--- config.mk ---
export PLATFORM = sky130hd
export DESIGN_NAME = vector_difference_metrics
export DESIGN_NICKNAME = d
export VERILOG_FILES = /design/src/rtl/vdm_pkg.sv /design/src/rtl/vdm_cmpsub.sv /design/src/rtl/vector_difference_metrics.sv
export VERILOG_INCLUDE_DIRS = /design/src /design/src/rtl
export SDC_FILE = /design/constraint.sdc
export NUM_CORES = 2
export LEC_CHECK = 0
export BUFFER_PORTS_ARGS = -buffer_cell sky130_fd_sc_hd__buf_2
export CAP_MARGIN = 30
export CORE_MARGIN = 1
export CORE_UTILIZATION = 50
export CTS_CLUSTER_SIZE = 8
export DETAILED_ROUTE_END_ITERATION = 12
export PLACE_DENSITY = 0.69
export SETUP_SLACK_MARGIN = 0.15
export SYNTH_ARGS = -nofsm -noshare
export SYNTH_HDL_FRONTEND = slang
export SYNTH_SLANG_ARGS = --single-unit
--- constraint.sdc ---
create_clock -name clk -period 20.5 [get_ports clk]
set_input_delay 2.05 -clock clk [delete_from_list [all_inputs] [get_ports clk]]
set_output_delay 2.05 -clock clk [all_outputs]
set_load 0.005 [all_outputs]
--- src/rtl/vector_difference_metrics_macros.svh ---
// Assertion macros shared by the vector difference metrics RTL.
// Depends on nothing; the using module must have clk and rst_n in scope.
`ifndef VECTOR_DIFFERENCE_METRICS_MACROS_SVH
`define VECTOR_DIFFERENCE_METRICS_MACROS_SVH

`ifndef SYNTHESIS

// Same-cycle implication, sampled on clk and disabled during reset.
`define VDM_ASSERT_IMPL(lbl, ante, cons) \
  lbl: assert property (@(posedge clk) disable iff (!rst_n) (ante) |-> (cons)) \
    else $error("vector_difference_metrics assertion failed");

// Next-cycle implication, sampled on clk and disabled during reset.
`define VDM_ASSERT_NEXT(lbl, ante, cons) \
  lbl: assert property (@(posedge clk) disable iff (!rst_n) (ante) |=> (cons)) \
    else $error("vector_difference_metrics assertion failed");

`else

`define VDM_ASSERT_IMPL(lbl, ante, cons)
`define VDM_ASSERT_NEXT(lbl, ante, cons)

`endif

`endif

--- src/rtl/vdm_pkg.sv ---
// Types and fixed constants for the vector difference metrics block.
// Depends on nothing; used by vdm_cmpsub and vector_difference_metrics.
package vdm_pkg;

  // Width of the shared compare/subtract unit: the square root remainder
  // plus two incoming bits, which also covers the divider trial value.
  localparam int SUB_W = 34;

  // Width of the accumulated sum of squares.
  localparam int SUM_W = 64;

  // Root digits produced for a 64-bit radicand, one per step.
  localparam int SQRT_STEPS = 32;

  // Step counter width, enough for the longer of division and square root.
  localparam int CNT_W = 5;

  typedef enum logic [7:0] {
    S_IDLE = 8'b0000_0001,
    S_DIFF = 8'b0000_0010,
    S_MUL  = 8'b0000_0100,
    S_ACC  = 8'b0000_1000,
    S_DIV  = 8'b0001_0000,
    S_REL  = 8'b0010_0000,
    S_SQRT = 8'b0100_0000,
    S_DONE = 8'b1000_0000
  } state_t;

endpackage

--- src/rtl/vdm_cmpsub.sv ---
// Shared compare and subtract unit used by the divider and the square root.
// Depends on vdm_pkg for its width.
module vdm_cmpsub (
  input  logic [vdm_pkg::SUB_W-1:0] minuend,
  input  logic [vdm_pkg::SUB_W-1:0] subtrahend,
  output logic                      ge,
  output logic [vdm_pkg::SUB_W-1:0] diff
);

  localparam int SW = vdm_pkg::SUB_W;

  logic [SW:0] wide_diff;

  // The borrow out of the extended subtraction tells whether minuend >= subtrahend.
  assign wide_diff = {1'b0, minuend} - {1'b0, subtrahend};
  assign ge        = ~wide_diff[SW];
  assign diff      = wide_diff[SW-1:0];

endmodule

--- src/rtl/vector_difference_metrics.sv ---
// Vector difference metrics: L2 distance, largest absolute and relative error.
// Depends on vdm_pkg, vdm_cmpsub and vector_difference_metrics_macros.svh.
//
// Usage: element pairs arrive on the in_ channel (in_ref_value, in_test_value,
// signed fixed point with FRAC_BITS fraction bits, low WORD_WIDTH bits used),
// with in_last marking the final pair. Each transfer updates a saturating
// 64-bit sum of squared differences and the two running maxima. The item
// marked last produces one transfer on the out_ channel carrying the integer
// square root of the sum and both maxima; the state then clears for the next
// vector. Other items produce no result.
// Timing: in_ready is high only when the sequencer is idle. An item that needs
// the divider passes the difference, square, accumulate, divide and relative
// states before in_ready returns (one divider step per cycle on the shared
// subtract unit); a zero reference or a quotient known to saturate skips the
// divide state. A last item then adds 32 square root steps and the load of
// the output register, where the result sits, so the next vector's items
// are taken while it waits. If the previous result is still not taken when
// another is done, the sequencer holds in_ready low until the register frees.
// Reset (rst_n low, synchronous) clears the sums, maxima and out_valid.
`include "vector_difference_metrics_macros.svh"

module vector_difference_metrics #(
  parameter int WORD_WIDTH = 32,
  parameter int FRAC_BITS  = 16
) (
  input  logic               clk,
  input  logic               rst_n,
  input  logic               in_valid,
  output logic               in_ready,
  input  logic signed [31:0] in_ref_value,
  input  logic signed [31:0] in_test_value,
  input  logic               in_last,
  output logic               out_valid,
  input  logic               out_ready,
  output logic [31:0]        out_l2_distance,
  output logic [31:0]        out_max_abs_difference,
  output logic [31:0]        out_max_rel_difference
);

  localparam int WW     = WORD_WIDTH;
  localparam int AW     = WORD_WIDTH + 1;
  localparam int NUM_W  = WORD_WIDTH + 1 + FRAC_BITS;
  localparam int PROD_W = 2 * AW;
  localparam int SW     = vdm_pkg::SUB_W;
  localparam int SUM_W  = vdm_pkg::SUM_W;
  localparam int CW     = vdm_pkg::CNT_W;
  localparam logic [WW-1:0] WMASK = {WW{1'b1}};

  vdm_pkg::state_t state_r, state_nxt;

  logic signed [WW-1:0] a_r, b_r;
  logic                 last_r;
  logic [AW-1:0]        absd_r;
  logic [WW-1:0]        absa_r;
  logic [SUM_W-1:0]     sq_r;
  logic [SUM_W-1:0]     sum_r;
  logic [WW-1:0]        max_abs_r;
  logic [WW-1:0]        max_rel_r;
  logic                 rel_en_r;
  logic                 rel_sat_r;
  logic [SW-1:0]        rem_r;
  logic [SUM_W-1:0]     work_r;
  logic [31:0]          root_r;
  logic [CW-1:0]        cnt_r;
  logic                 out_valid_r;
  logic [WW-1:0]        l2_r, oabs_r, orel_r;

  // Difference stage.
  logic signed [AW-1:0] diff_s;
  logic [AW-1:0]        absd_c;
  logic [WW-1:0]        absa_c;

  // Square and divider setup stage.
  logic [PROD_W-1:0]    prod;
  logic                 sq_sat;
  logic [SUM_W-1:0]     sq_c;
  logic [NUM_W-1:0]     num;
  logic [NUM_W-1:0]     num_hi;
  logic                 div_sat;
  logic [WW-1:0]        abs_word;

  // Accumulate and relative update.
  logic [SUM_W:0]       sum_add;
  logic [WW-1:0]        rel_word;
  logic [WW-1:0]        root_word;

  // Shared unit.
  logic [SW-1:0]        sub_a, sub_b, sub_diff;
  logic                 sub_ge;
  logic                 load_out;

  assign diff_s = {a_r[WW-1], a_r} - {b_r[WW-1], b_r};
  assign absd_c = diff_s[AW-1] ? AW'(-diff_s) : AW'(diff_s);
  assign absa_c = a_r[WW-1] ? WW'(-a_r) : WW'(a_r);

  assign prod     = absd_r * absd_r;
  assign sq_sat   = 64'(absd_r) > 64'h0000_0000_FFFF_FFFF;
  assign sq_c     = sq_sat ? {SUM_W{1'b1}} : SUM_W'(prod);
  assign num      = NUM_W'(absd_r) << FRAC_BITS;
  assign num_hi   = num >> WW;
  // The quotient saturates exactly when the part above the low word already
  // reaches the divisor, so the divider only needs WORD_WIDTH steps.
  assign div_sat  = num_hi >= NUM_W'(absa_r);
  assign abs_word = absd_r[WW] ? WMASK : absd_r[WW-1:0];

  assign sum_add   = {1'b0, sum_r} + {1'b0, sq_r};
  assign rel_word  = rel_sat_r ? WMASK : work_r[WW-1:0];
  assign root_word = (root_r > 32'(WMASK)) ? WMASK : root_r[WW-1:0];

  always_comb begin
    if (state_r == vdm_pkg::S_DIV) begin
      sub_a = SW'({rem_r[WW-1:0], work_r[WW-1]});
      sub_b = SW'(absa_r);
    end else begin
      sub_a = {rem_r[31:0], work_r[SUM_W-1:SUM_W-2]};
      sub_b = {root_r, 2'b01};
    end
  end

  vdm_cmpsub u_cmpsub (
    .minuend    (sub_a),
    .subtrahend (sub_b),
    .ge         (sub_ge),
    .diff       (sub_diff)
  );

  assign load_out = (state_r == vdm_pkg::S_DONE) && (!out_valid_r || out_ready);

  always_comb begin
    state_nxt = state_r;
    case (state_r)
      vdm_pkg::S_IDLE: begin
        if (in_valid) state_nxt = vdm_pkg::S_DIFF;
      end
      vdm_pkg::S_DIFF: state_nxt = vdm_pkg::S_MUL;
      vdm_pkg::S_MUL:  state_nxt = vdm_pkg::S_ACC;
      vdm_pkg::S_ACC: begin
        if (rel_en_r && !rel_sat_r) state_nxt = vdm_pkg::S_DIV;
        else                        state_nxt = vdm_pkg::S_REL;
      end
      vdm_pkg::S_DIV: begin
        if (cnt_r == '0) state_nxt = vdm_pkg::S_REL;
      end
      vdm_pkg::S_REL: begin
        if (last_r) state_nxt = vdm_pkg::S_SQRT;
        else        state_nxt = vdm_pkg::S_IDLE;
      end
      vdm_pkg::S_SQRT: begin
        if (cnt_r == '0) state_nxt = vdm_pkg::S_DONE;
      end
      vdm_pkg::S_DONE: begin
        if (load_out) state_nxt = vdm_pkg::S_IDLE;
      end
      default: state_nxt = vdm_pkg::S_IDLE;
    endcase
  end

  always_ff @(posedge clk) begin
    if (!rst_n) begin
      state_r     <= vdm_pkg::S_IDLE;
      sum_r       <= '0;
      max_abs_r   <= '0;
      max_rel_r   <= '0;
      out_valid_r <= 1'b0;
    end else begin
      state_r <= state_nxt;
      if (load_out) begin
        out_valid_r <= 1'b1;
        sum_r       <= '0;
        max_abs_r   <= '0;
        max_rel_r   <= '0;
      end else begin
        if (out_ready) out_valid_r <= 1'b0;
        if (state_r == vdm_pkg::S_MUL && abs_word > max_abs_r) max_abs_r <= abs_word;
        if (state_r == vdm_pkg::S_ACC) sum_r <= sum_add[SUM_W] ? {SUM_W{1'b1}} : sum_add[SUM_W-1:0];
        if (state_r == vdm_pkg::S_REL && rel_en_r && rel_word > max_rel_r) max_rel_r <= rel_word;
      end
    end
  end

  // Datapath registers without reset.
  always_ff @(posedge clk) begin
    case (state_r)
      vdm_pkg::S_IDLE: begin
        a_r    <= in_ref_value[WW-1:0];
        b_r    <= in_test_value[WW-1:0];
        last_r <= in_last;
      end
      vdm_pkg::S_DIFF: begin
        absd_r <= absd_c;
        absa_r <= absa_c;
      end
      vdm_pkg::S_MUL: begin
        sq_r      <= sq_c;
        rel_en_r  <= absa_r != '0;
        rel_sat_r <= div_sat;
        rem_r     <= SW'(num_hi);
        work_r    <= SUM_W'(num[WW-1:0]);
        cnt_r     <= CW'(WW - 1);
      end
      vdm_pkg::S_DIV: begin
        // Restoring division: shift in one numerator bit, keep the quotient
        // bit in the vacated low position of the same register.
        if (sub_ge) rem_r <= SW'(sub_diff[WW-1:0]);
        else        rem_r <= SW'(sub_a[WW-1:0]);
        work_r <= SUM_W'({work_r[WW-2:0], sub_ge});
        cnt_r  <= cnt_r - 1'b1;
      end
      vdm_pkg::S_REL: begin
        rem_r  <= '0;
        root_r <= '0;
        work_r <= sum_r;
        cnt_r  <= CW'(vdm_pkg::SQRT_STEPS - 1);
      end
      vdm_pkg::S_SQRT: begin
        // One root digit per step from the top pair of radicand bits.
        if (sub_ge) begin
          rem_r  <= sub_diff;
          root_r <= {root_r[30:0], 1'b1};
        end else begin
          rem_r  <= sub_a;
          root_r <= {root_r[30:0], 1'b0};
        end
        work_r <= {work_r[SUM_W-3:0], 2'b00};
        cnt_r  <= cnt_r - 1'b1;
      end
      vdm_pkg::S_DONE: begin
        if (load_out) begin
          l2_r   <= root_word;
          oabs_r <= max_abs_r;
          orel_r <= max_rel_r;
        end
      end
      default: begin
        cnt_r <= cnt_r;
      end
    endcase
  end

  assign in_ready               = state_r == vdm_pkg::S_IDLE;
  assign out_valid              = out_valid_r;
  assign out_l2_distance        = 32'(l2_r);
  assign out_max_abs_difference = 32'(oabs_r);
  assign out_max_rel_difference = 32'(orel_r);

  `VDM_ASSERT_NEXT(a_accept_starts, in_valid && in_ready, state_r == vdm_pkg::S_DIFF)
  `VDM_ASSERT_NEXT(a_div_ends, state_r == vdm_pkg::S_DIV && cnt_r == '0, state_r == vdm_pkg::S_REL)
  `VDM_ASSERT_NEXT(a_sum_grows, state_r == vdm_pkg::S_ACC, sum_r >= $past(sum_r))
  `VDM_ASSERT_NEXT(a_rel_grows, state_r == vdm_pkg::S_REL, max_rel_r >= $past(max_rel_r))
  `VDM_ASSERT_IMPL(a_out_from_done, $rose(out_valid_r), $past(state_r == vdm_pkg::S_DONE))

endmodule
==> flow_metrics.tcl <==
set metrics [dict create \
    postCtsHoldBufs 0 \
    core-area_um2 122400 \
    antenna_found_initial 4 \
    yosysTopAreaCellShare_pct 27.98 \
    slew_viol_final 0 \
    synthTopCellsByCount "inv_1, fa_1, nand2_1" \
    grt_pass1_wl_um 260200 \
    cts_resized 0 \
    yosysUniqueCellTypes 92 \
    critPathKind "register to register" \
    critPathLaunchType "register" \
    tightest_slew_ns 0.9731 \
    netlist_instances 6308 \
    drtIter0Drc 3365 \
    timing.rr.start "absd_r[21]$_DFFE_PP_" \
    final_nets 7755 \
    rows 128 \
    finalWirelength_um 163800 \
    crit_top_cell "fa_1" \
    endpoint_kind "register" \
    hold_violations 0 \
    grt_start_max_net_pins 98 \
    drive_above_1_share_pct 7.155 \
    critPathRequiredTime_ns 20.96 \
    dieArea_um2 125400 \
    gp_congestion 0.9350 \
    worstReg2RegEnd "sq_r[62]$_SDFFCE_PN1P_" \
    cts_root_buffer "clkbuf_16" \
    grt_util_all_layers_pct 26.62 \
    ys.flop_type "edfxtp_1" \
    drt-vias-per-instance 5.582 \
    clock-sinks 562 \
    cts_buffers 80 \
    yosysWarnings 0 \
    mappedNetlistArea_um2 61970 \
    first_pass_iters 6 \
    clk_pin_slew_ns 0.05 \
    rrSetupSlack_ns 10.91 \
    tritoncts "yes" \
    vias 44890 \
    hold-path-endpoint "out_max_abs_difference[10]$_DFFE_PP_" \
    yosysTopAreaCell "fa_1" \
    cp_slowest_cell "inv_1" \
    fmax_mhz 104.3 \
    postCtsSetupBuffers 0 \
    htreeDepth 3 \
    ant_nets 0 \
    grt_pass1_vias 47100 \
    synth_edf_count 425 \
    setup_viol 0 \
    yosysSeqAreaShare_pct 25.02 \
    min_period_ns 9.588 \
    clock_latency_ns 0.67 \
    area_growth_pct 7.935 \
    fin_setup_tns_ns 0 \
    syn_avg_cell_area_um2 9.824 \
    cp_max_fo 32 \
    crit_arrival_ns 10.05 \
    maxSlewHeadroom_pct 35.13 \
    die_h_um 354.1 \
    start_util_pct 50.65 \
    synth.top_cells.by_area "fa_1, edfxtp_1, ha_1" \
    remaining_drc_errors 0 \
    rsz0062_at_grt "false" \
    status "finished, final reports clean" \
    hold_path_depth 0 \
    cts_buffer_depth 3 \
    io_buffers 166 \
    wl_per_cell_um 20.37 \
    syn-num-nets 7715 \
    async_reset_ff_share_pct 0 \
    drv_cap 0 \
    pin_count 167 \
    synth-seq-cells 562 \
    grt_overflow 0 \
    dp_hpwl_um 124100 \
    hp-class "register to register" \
    min_from "max_abs_r[10]$_SDFFE_PP0P_" \
    period_share_pct 46.77 \
    finClkSkew_ns 0.03279 \
    r2r_cells 29 \
    yosysMostFrequentCell "inv_1" \
    floorplan.die.width_um 354.1 \
    slowest_delay_ns 0.60 \
]
[layer usage]
| metal | track usage, % | vias up | part of all wire, % |
|---|---|---|---|
| li1 | - | 20520 | - |
| met1 | 35.14 | 22430 | 41 |
| met2 | 44.02 | 1616 | 47 |
| met3 | 4.634 | 319 | 7.6 |
| met4 | 9.612 | 2 | 4.0 |
| met5 | 0 | - | 0.0067 |
[sequential cells by signal, indices dropped and copies added (netlist names)]
signal / cells
cnt_r: 5
root_r: 32
out_max_rel_difference: 32
sq_r: 64
rel_en_r: 1
sum_r: 64
state_r: 8
out_valid: 1
out_max_abs_difference: 32
absd_r: 33
max_rel_r: 32
work_r: 64
max_abs_r: 32
b_r: 32
out_l2_distance: 32
rel_sat_r: 1
rem_r: 32
a_r: 32
last_r: 1
absa_r: 32
[per-stage QoR]
stage	hold slack [ns]	setup slack [ns]	util (%)	cell area (um2)	instances
CTS	0.4280	10.86	54.62	66830	8038
global route	0.4426	10.39	54.67	66890	8041
finish	0.4246	10.91	54.67	66890	8041
floorplan	0.4082	12.33	-	61970	6308
detailed placement	0.4178	10.91	52.62	64390	7889
global placement	0.4147	11.09	52.57	64320	7886
[critical path: cells and delay by family, from the launching register on]
| family | cells | cell delay, ns |
|---|---|---|
| flops | 1 | 0.36 |
| buf+inv | 8 | 1.23 |
| compound gates | 10 | 2.61 |
| simple gates | 1 | 0.22 |
| mux | 1 | 0.38 |
| fa+ha+maj | 9 | 4.56 |
[layout make-up]
| class | count | area [um2] |
|---|---|---|
| tap | 1625 | 2033 |
| sequential | 562 | 15500 |
| antenna | 1 | 2.502 |
| fill | 10710 | 55470 |
| clock buffer | 142 | 2265 |
| clock inverter | 7 | 176.4 |
| inverter | 1226 | 4602 |
| multi-input combinational | 4244 | 40880 |
| timing repair buffer | 234 | 1426 |
[placed cells by master, fill, tap and decap left out, types with 150 or more instances in the layout]
master,count
inv_1,1222
fa_1,866
nand2_1,539
ha_1,472
edfxtp_1,425
a21oi_1,316
and2_1,265
nor2_1,205
o21ai_0,205
buf_2,166
xnor2_1,159
a21o_1,150
[kinds of logic (layout without fill, tap and decap cells)]
family	after synthesis	count (layout)	synth area share [%]
flip-flops	562	562	25.02
other	0	1	0
XOR/XNOR	238	238	3.364
buffers and inverters	1502	1609	9.173
AO/OA/AOI/OAI	1021	1021	10.75
adder cells (fa/ha/maj)	1338	1338	37.51
AND/OR/NAND/NOR	1549	1549	12.60
multiplexers	98	98	1.589
[worst max-delay path by stage]
stage,cells past startpoint,end,slack (ns),start
6_report,29,sq_r[62]$_SDFFCE_PN1P_,10.91,absd_r[21]$_DFFE_PP_
5_1_grt,27,sq_r[62]$_SDFFCE_PN1P_,10.39,absd_r[8]$_DFFE_PP_
4_1_cts,27,sq_r[62]$_SDFFCE_PN1P_,10.86,absd_r[8]$_DFFE_PP_
3_5_place_dp,27,sq_r[62]$_SDFFCE_PN1P_,10.91,absd_r[8]$_DFFE_PP_
3_3_place_gp,27,sq_r[62]$_SDFFCE_PN1P_,11.09,absd_r[8]$_DFFE_PP_
2_1_floorplan,28,sq_r[62]$_SDFFCE_PN1P_,12.33,absd_r[11]$_DFFE_PP_
Power is left out: the tool's default activity adds up to more than one toggle a clock period on the data nets, which glitch-free logic cannot reach.
